$ cat src/rtl/core/isdf_pkg.sv
// ----------------------------------------------------------------------------
// isdf_pkg
// Shared constants, function codes and controller/datapath structs for the
// integer set difference filter.
// ----------------------------------------------------------------------------
package isdf_pkg;

  localparam int SET_DEPTH_DEF = 64;
  localparam int FUNC_W        = 2;
  localparam int VALUE_W       = 32;

  localparam logic [FUNC_W-1:0] FUNC_LOAD   = 2'd0;
  localparam logic [FUNC_W-1:0] FUNC_FILTER = 2'd1;
  localparam logic [FUNC_W-1:0] FUNC_CLEAR  = 2'd2;

  localparam logic STATUS_PASS = 1'b0;
  localparam logic STATUS_DROP = 1'b1;

  typedef struct packed {
    logic accept;
    logic write;
    logic clear;
    logic scan_start;
    logic rd_issue;
    logic emit;
    logic emit_drop;
  } isdf_cmd_t;

  typedef struct packed {
    logic [FUNC_W-1:0] func;
    logic              full;
    logic              empty;
    logic              idx_last;
    logic              hit;
    logic              out_free;
  } isdf_sts_t;

endpackage

$ cat src/rtl/core/isdf_item_if.sv
// ----------------------------------------------------------------------------
// isdf_item_if
// Input channel: function code and signed value with valid/ready.
// ----------------------------------------------------------------------------
interface isdf_item_if;
  import isdf_pkg::*;

  logic                      valid;
  logic                      ready;
  logic [FUNC_W-1:0]         func;
  logic signed [VALUE_W-1:0] value;

  modport source (output valid, output func, output value, input ready);
  modport sink   (input valid, input func, input value, output ready);

endinterface

$ cat src/rtl/core/isdf_result_if.sv
// ----------------------------------------------------------------------------
// isdf_result_if
// Output channel: kept or dropped value and status with valid/ready.
// ----------------------------------------------------------------------------
interface isdf_result_if;
  import isdf_pkg::*;

  logic                      valid;
  logic                      ready;
  logic signed [VALUE_W-1:0] value_res;
  logic                      status;

  modport source (output valid, output value_res, output status, input ready);
  modport sink   (input valid, input value_res, input status, output ready);

endinterface

$ cat src/rtl/core/isdf_datapath.sv
// ----------------------------------------------------------------------------
// isdf_datapath
// Entry memory, entry count, scan index, compare and output register.
// ----------------------------------------------------------------------------
module isdf_datapath #(
  parameter int SET_DEPTH = isdf_pkg::SET_DEPTH_DEF
) (
  input  logic                               clk,
  input  logic                               rst,
  input  isdf_pkg::isdf_cmd_t                cmd,
  output isdf_pkg::isdf_sts_t                sts,
  input  logic [isdf_pkg::FUNC_W-1:0]        in_func,
  input  logic signed [isdf_pkg::VALUE_W-1:0] in_value,
  output logic                               res_valid,
  input  logic                               res_ready,
  output logic signed [isdf_pkg::VALUE_W-1:0] res_value,
  output logic                               res_status
);
  import isdf_pkg::*;

  localparam int AW = (SET_DEPTH > 1) ? $clog2(SET_DEPTH) : 1;
  localparam int CW = $clog2(SET_DEPTH + 1);

  logic signed [VALUE_W-1:0] mem [SET_DEPTH];

  logic [FUNC_W-1:0]         item_func;
  logic signed [VALUE_W-1:0] item_value;
  logic [CW-1:0]             count;
  logic [AW-1:0]             idx;
  logic signed [VALUE_W-1:0] rd_data;
  logic                      rd_valid;
  logic [CW-1:0]             count_m1;

  assign count_m1 = count - CW'(1);

  always_ff @(posedge clk) begin
    if (cmd.accept) begin
      item_func  <= in_func;
      item_value <= in_value;
    end
    if (cmd.write) begin
      mem[count[AW-1:0]] <= item_value;
    end
    if (cmd.rd_issue) begin
      rd_data <= mem[idx];
    end
  end

  always_ff @(posedge clk) begin
    if (rst) begin
      count    <= '0;
      idx      <= '0;
      rd_valid <= 1'b0;
    end else begin
      if (cmd.clear) begin
        count <= '0;
      end else if (cmd.write) begin
        count <= count + CW'(1);
      end
      if (cmd.scan_start) begin
        idx <= '0;
      end else if (cmd.rd_issue) begin
        idx <= idx + AW'(1);
      end
      rd_valid <= cmd.rd_issue;
    end
  end

  // output register, free when empty or being taken this cycle
  always_ff @(posedge clk) begin
    if (rst) begin
      res_valid <= 1'b0;
    end else if (cmd.emit) begin
      res_valid <= 1'b1;
    end else if (res_ready) begin
      res_valid <= 1'b0;
    end
  end

  always_ff @(posedge clk) begin
    if (cmd.emit) begin
      res_value  <= item_value;
      res_status <= cmd.emit_drop ? STATUS_DROP : STATUS_PASS;
    end
  end

  always_comb begin
    sts.func     = item_func;
    sts.full     = (count == CW'(SET_DEPTH));
    sts.empty    = (count == '0);
    sts.idx_last = (CW'(idx) == count_m1);
    sts.hit      = rd_valid && (rd_data == item_value);
    sts.out_free = !res_valid || res_ready;
  end

endmodule

$ cat src/rtl/core/isdf_ctrl.sv
// ----------------------------------------------------------------------------
// isdf_ctrl
// Sequencer: accepts one item, decodes it, runs the entry scan for a filter
// and hands results to the output register.
// ----------------------------------------------------------------------------
module isdf_ctrl (
  input  logic                clk,
  input  logic                rst,
  input  logic                in_valid,
  output logic                in_ready,
  input  isdf_pkg::isdf_sts_t sts,
  output isdf_pkg::isdf_cmd_t cmd
);
  import isdf_pkg::*;

  localparam logic [2:0] ST_IDLE   = 3'd0;
  localparam logic [2:0] ST_DECODE = 3'd1;
  localparam logic [2:0] ST_SCAN   = 3'd2;
  localparam logic [2:0] ST_DRAIN  = 3'd3;
  localparam logic [2:0] ST_EMIT   = 3'd4;

  logic [2:0] state;
  logic [2:0] state_next;

  always_ff @(posedge clk) begin
    if (rst) begin
      state <= ST_IDLE;
    end else begin
      state <= state_next;
    end
  end

  always_comb begin
    cmd        = '0;
    in_ready   = 1'b0;
    state_next = state;
    case (state)
      ST_IDLE: begin
        in_ready = 1'b1;
        if (in_valid) begin
          cmd.accept = 1'b1;
          state_next = ST_DECODE;
        end
      end
      ST_DECODE: begin
        case (sts.func)
          FUNC_LOAD: begin
            if (sts.full) begin
              state_next = ST_EMIT;
            end else begin
              cmd.write  = 1'b1;
              state_next = ST_IDLE;
            end
          end
          FUNC_FILTER: begin
            if (sts.empty) begin
              state_next = ST_EMIT;
            end else begin
              cmd.scan_start = 1'b1;
              state_next     = ST_SCAN;
            end
          end
          FUNC_CLEAR: begin
            cmd.clear  = 1'b1;
            state_next = ST_IDLE;
          end
          default: begin
            state_next = ST_IDLE;
          end
        endcase
      end
      ST_SCAN: begin
        // hit refers to the read issued in the previous cycle
        if (sts.hit) begin
          state_next = ST_IDLE;
        end else begin
          cmd.rd_issue = 1'b1;
          if (sts.idx_last) begin
            state_next = ST_DRAIN;
          end
        end
      end
      ST_DRAIN: begin
        state_next = sts.hit ? ST_IDLE : ST_EMIT;
      end
      ST_EMIT: begin
        if (sts.out_free) begin
          cmd.emit      = 1'b1;
          cmd.emit_drop = (sts.func == FUNC_LOAD);
          state_next    = ST_IDLE;
        end
      end
      default: begin
        state_next = ST_IDLE;
      end
    endcase
  end

endmodule

$ cat src/rtl/core/integer_set_difference_filter.sv
// ----------------------------------------------------------------------------
// integer_set_difference_filter
// Drops stream values found in a stored exclusion set; load, filter, clear.
//
//   channel  dir  payload                  role
//   item     in   func[1:0], value[31:0]   load / filter / clear transaction
//   result   out  value_res[31:0], status  kept value or dropped load
//
// load, clear and unused codes go from decode straight back to idle; a load
// into a full set and a filter on an empty set go through the emit state; a
// filter scans the entry memory through its single read port, one entry per
// cycle, then drains the last read and emits if it finds no match; a match
// ends the scan early and drops the transaction.
// rst is synchronous; it empties the set, no clearing pass is needed.
// a stalled result waits in the output register; the next transaction is
// still accepted and only a second result waits for it to drain.
// ----------------------------------------------------------------------------
module integer_set_difference_filter #(
  parameter int SET_DEPTH = isdf_pkg::SET_DEPTH_DEF
) (
  input logic          clk,
  input logic          rst,
  isdf_item_if.sink    item,
  isdf_result_if.source result
);
  import isdf_pkg::*;

  isdf_cmd_t cmd;
  isdf_sts_t sts;
  logic      in_ready;

  assign item.ready = in_ready;

  isdf_ctrl u_ctrl (
    .clk      (clk),
    .rst      (rst),
    .in_valid (item.valid),
    .in_ready (in_ready),
    .sts      (sts),
    .cmd      (cmd)
  );

  isdf_datapath #(
    .SET_DEPTH (SET_DEPTH)
  ) u_dp (
    .clk        (clk),
    .rst        (rst),
    .cmd        (cmd),
    .sts        (sts),
    .in_func    (item.func),
    .in_value   (item.value),
    .res_valid  (result.valid),
    .res_ready  (result.ready),
    .res_value  (result.value_res),
    .res_status (result.status)
  );

`ifndef SYNTH
  a_busy_after_accept: assert property (@(posedge clk) disable iff (rst)
    item.valid && item.ready |=> !item.ready)
    else $error("accepted a transaction while one was in progress");

  a_emit_slot_free: assert property (@(posedge clk) disable iff (rst)
    cmd.emit |-> sts.out_free)
    else $error("result overwrote a pending result");

  a_write_not_full: assert property (@(posedge clk) disable iff (rst)
    cmd.write |-> !sts.full)
    else $error("write into a full set");

  a_scan_not_empty: assert property (@(posedge clk) disable iff (rst)
    cmd.rd_issue |-> !sts.empty)
    else $error("scan read issued on an empty set");
`endif

endmodule

$ cat src/flat_wrapper.sv
// flat-port wrapper written by rule: the top's interface ports become plain ports
module integer_set_difference_filter_flat import isdf_pkg::*;
#(
  parameter int SET_DEPTH = isdf_pkg::SET_DEPTH_DEF
)
  (clk, rst, item_valid, item_func, item_value, item_ready, result_valid, result_value_res, result_status, result_ready);
  isdf_item_if item_i ();
  isdf_result_if result_i ();
  input logic clk;
  input logic rst;
  input wire logic [$bits(item_i.valid)-1:0] item_valid;
  input wire logic [$bits(item_i.func)-1:0] item_func;
  input wire logic [$bits(item_i.value)-1:0] item_value;
  output wire logic [$bits(item_i.ready)-1:0] item_ready;
  output wire logic [$bits(result_i.valid)-1:0] result_valid;
  output wire logic [$bits(result_i.value_res)-1:0] result_value_res;
  output wire logic [$bits(result_i.status)-1:0] result_status;
  input wire logic [$bits(result_i.ready)-1:0] result_ready;
  assign item_i.valid = item_valid;
  assign item_i.func = item_func;
  assign item_i.value = item_value;
  assign item_ready = item_i.ready;
  assign result_valid = result_i.valid;
  assign result_value_res = result_i.value_res;
  assign result_status = result_i.status;
  assign result_i.ready = result_ready;
  integer_set_difference_filter #(.SET_DEPTH(SET_DEPTH)) u_core (.clk(clk), .rst(rst), .item(item_i), .result(result_i));
endmodule
$ cat config.mk
export PLATFORM = sky130hd
export DESIGN_NAME = integer_set_difference_filter_flat
export DESIGN_NICKNAME = d
export VERILOG_FILES = /design/src/rtl/core/isdf_pkg.sv /design/src/rtl/core/isdf_item_if.sv /design/src/rtl/core/isdf_result_if.sv /design/src/rtl/core/isdf_datapath.sv /design/src/rtl/core/isdf_ctrl.sv /design/src/rtl/core/integer_set_difference_filter.sv /design/src/flat_wrapper.sv
export SDC_FILE = /design/constraint.sdc
export NUM_CORES = 2
export LEC_CHECK = 0
export ABC_AREA = 1
export BUFFER_PORTS_ARGS = -buffer_cell sky130_fd_sc_hd__buf_2
export CAP_MARGIN = 15
export CORE_MARGIN = 3
export CORE_UTILIZATION = 39
export DETAILED_ROUTE_END_ITERATION = 16
export GPL_ROUTABILITY_DRIVEN = 0
export SLEW_MARGIN = 20
export SYNTH_ARGS = -nofsm -noshare
export SYNTH_HDL_FRONTEND = slang
export SYNTH_SLANG_ARGS = --single-unit
$ cat constraint.sdc
create_clock -name clk -period 4.2 [get_ports clk]
set_clock_uncertainty 0.15 [all_clocks]
set_input_delay 0.84 -clock clk [delete_from_list [all_inputs] [get_ports clk]]
set_output_delay 0.84 -clock clk [all_outputs]
set_load 0.01 [all_outputs]
==> flow_summary.ini <==
[pwr]
p_sw_frac = 0.212
power_frac_comb = 0.023
power.clock.fraction = 0.424
cellInternalPower_uw = 34200
switchingPower_uw = 9210
pleak_uw = 0.0313
max-vdd-ir-drop_mv = 0.422
seqPwrFrac = 0.553
p_per_area_mw_per_mm2 = 449

[synth]
yosys-mux-area-fraction = 0
synth_area_in_compound_gates = 0.111
ys_ff_latch = 2165
post_synth_inst_count = 6479
synth.top_cell.area_share = 0.759
yosys-top-cells-area = edfxtp_1, o21ai_0, nor2_1, o22ai_1, o211ai_1
adder_and_majority_cell_fraction_of_the_synthesized_area = 0.000442
post_synth_instance_area_mm2 = 0.0850
synth.net_count = 6520
synth-simple-area-share = 0.0980
synthDistinctLibCells = 32
yosys_warnings = 0
synth_xor_xnor_area_share = 0.00165
yosys.area.top_type = edfxtp_1
synth_sequential_area_ratio = 0.763
syn_avg_cell_area_um2 = 13.1
combinational_family_with_the_most_area_after_synthesis = compound AO/OA/AOI/OAI gates

[floorplanning]
initial_utilization = 0.394
floorplan.rows = 170
io_pins = 73
core-area_mm2 = 0.216
die_w_um = 473
die_y_um = 473
die_area_mm2 = 0.224

[run]
maxCapViolations = 0

[worst_hold_path]
worstHoldPathType = input pin to register
min_delay_path_depth = 1

[place]
detailed_place.area_mm2 = 0.0897
buffer_ports.inserted = 72
dp.final_hpwl_um = 139000

[final_layout]
layout_cells_sized_above_1 = 0.0993
design.final.nets = 6603
final_area_mm2 = 0.0966
fillcell_total = 19200
multi_input_comb_area_mm2 = 0.0184
seqCellArea_mm2 = 0.0648
layout-area-overhead-vs-synth_pct = 13.7

[sta]
rsz_0062_raised_after_global_routing = false
final_hold_viol_count = 0
fin_hold_ws_ps = 72.9
post-route-period-util = 0.841
worstMarginPinSlew_ps = 1190
clock.fmax_mhz = 283
slew_viol_final = 0
max_slew_margin = 0.198
setup-tns-final_ps = 0
period_minus_slack_ps = 3530
setup_viol_count_final = 0

[setup_path]
reg2reg_slack_ps = 670
ff2ff_path_depth = 10
critPathMaxFanout = 32
worst_setup_path_endpoint = u_core.u_dp.mem[7][13]
crit_start = u_core.u_dp.count[0]
worst_ep_arrival_time_ps = 3860
critical_path.reg2reg.endpoint = u_core.u_dp.mem[7][13]
startpoint_type = register
path_class = register to register
timing.critical_path.required_ps = 4530
critical_path_capture_point_type = register
critical_path.reg2reg.startpoint = u_core.u_dp.count[0]

[global_routing]
antenna_found_initial = 9
number_of_global_route_vias_before_repair = 52100
grt_pass1_wl_um = 368000
grtUsageTotal = 0.223
grt_max_degree = 150
gr_overflow_total = 0

[route]
vias_per_cell = 5.74
drt_iter0_drc = 7118
detailroute.via_count = 55000
drt.antenna.violating_nets = 0
wirelength_um = 255000
routed_wire_length_per_instance_um = 26.6
drcViolationCount = 0
first_pass_iteration_count_of_the_detailed_router = 6

[clocking]
clock_sink_count = 2165
ctsLongestPathBuffers = 3
root_buffer = clkbuf_16
post_cts.resized_instances = 0
worst_setup_hold_path_clk_slew_ps = 60
cts_tree = yes
ctsHoldBuffers = 20
worstSkewPairLatency_ps = 880
cts_setup_buffers = 0
htree_num_levels = 4
cts_inserted_buffers = 209

[status]
outcome = finished clean
cell usage after synthesis:
master    instances
nand4_1          34
nand3b_1          1
nor4_4            1
nor2_1         1314
xor2_1            7
nor3_1           12
o22ai_1         274
edfxtp_1       2147
nor3b_1           2
o221ai_1         31
o21ai_0        1035
buf_2           144
or2_2            15
xnor2_1           9
o211ai_1        225
a21oi_1         109
a21boi_0          1
clkbuf_1        256
o31ai_1           1
buf_1            28
buf_6             4
buf_4             4
nand2_1         441
ha_1              3
inv_2             2
dfxtp_1          18
and3_1            1
nand3_1         263
a211oi_1          1
inv_1            94
nor4_1            1
o21ai_2           1
final cells by class:
cell class,instances,share of cell area
sequential,2165,0.671
timing repair buffer,308,0.0279
clock buffer,257,0.0562
tap,2838,0.0367
antenna,4,0.000104
multi-input combinational,3782,0.191
clock inverter,130,0.0131
inverter,96,0.00404
kinds of logic (layout without fill, tap and decap cells):
kind of cell,count (synthesis),after routing
AOI/OAI and AO/OA,1678,1678
DFF,2165,2165
xor gates and xnor gates,16,16
other,0,4
buffers and inverters,532,791
adders and majority gates,3,3
and+or+nand+nor,2085,2085
how the worst min path moves through the flow:
stage | startpoint | endpoint | slack (ps)
floorplan | u_core.u_dp.count[6] | u_core.u_dp.count[6] | 300
global placement | u_core.u_dp.count[6] | u_core.u_dp.count[6] | 320
detailed placement | u_core.u_dp.count[6] | u_core.u_dp.count[6] | 330
CTS | item_value[16] | u_core.u_dp.item_value[16] | 20
global route | item_value[16] | u_core.u_dp.item_value[16] | 40
finish | item_value[27] | u_core.u_dp.item_value[27] | 70
per-layer routing:
layer / wire length [um] / up-vias / global-route usage
met3: 23700 / 428 / 0.0418
met4: 9240 / 2 / 0.0808
met1: 103000 / 27700 / 0.308
met5: 13 / - / 0
met2: 119000 / 2746 / 0.354
li1: - / 24100 / -
state kept, by name, summed over array words and instances, names as in the netlist, 2 cells and up:
signal,count
u_core.u_ctrl.state,3
u_core.u_dp.count,7
u_core.u_dp.idx,6
u_core.u_dp.item_func,2
u_core.u_dp.item_value,32
u_core.u_dp.mem,2048
u_core.u_dp.rd_data,32
u_core.u_dp.res_value,32
stage by stage:
| stage | total power, uW | instances | util | worst slack [ps] |
|---|---|---|---|---|
| after floorplan | 24900 | 6479 | - | 755 |
| after global placement | 25400 | 9169 | 0.416 | 806 |
| after detailed placement | 25400 | 9169 | 0.416 | 773 |
| after CTS | 43600 | 9576 | 0.448 | 749 |
| after global routing | 44600 | 9577 | 0.448 | 522 |
| final | 43400 | 9580 | 0.448 | 666 |
power groups by stage:
stage	Combinational, uW	Clock [uW]	Sequential (uW)
after floorplan	256	0	24600
after detailed placement	993	0	24400
after global placement	972	0	24400
after CTS	1010	18600	24000
final	1020	18400	24000
after global routing	1080	19500	24000
layout by cell type (no fill, tap or decap), types with 15 or more instances in the layout:
master and instances:
o211ai_1 225, inv_1 90, buf_4 175, o21ai_0 1035
edfxtp_1 2147, nand2_1 441, a21oi_1 109, clkbuf_16 210
o22ai_1 274, buf_12 41, nand4_1 34, clkinv_1 54
dlygate4sd3_1 20, nand3_1 263, clkinv_2 36, or2_2 15
nor2_1 1249, buf_2 72, nor2_4 65, o221ai_1 31
clkbuf_1 47
worst max-delay path: stages (launching register included):
cell,delay (ps)
dfxtp_1,430
inv_1,130
ha_1,260
nand3_1,160
o21ai_2,130
nor2_1,270
nand2_1,430
inv_1,190
nand2_1,180
nor3_4,190
buf_4,580
(Power assumes the default switching activity.)
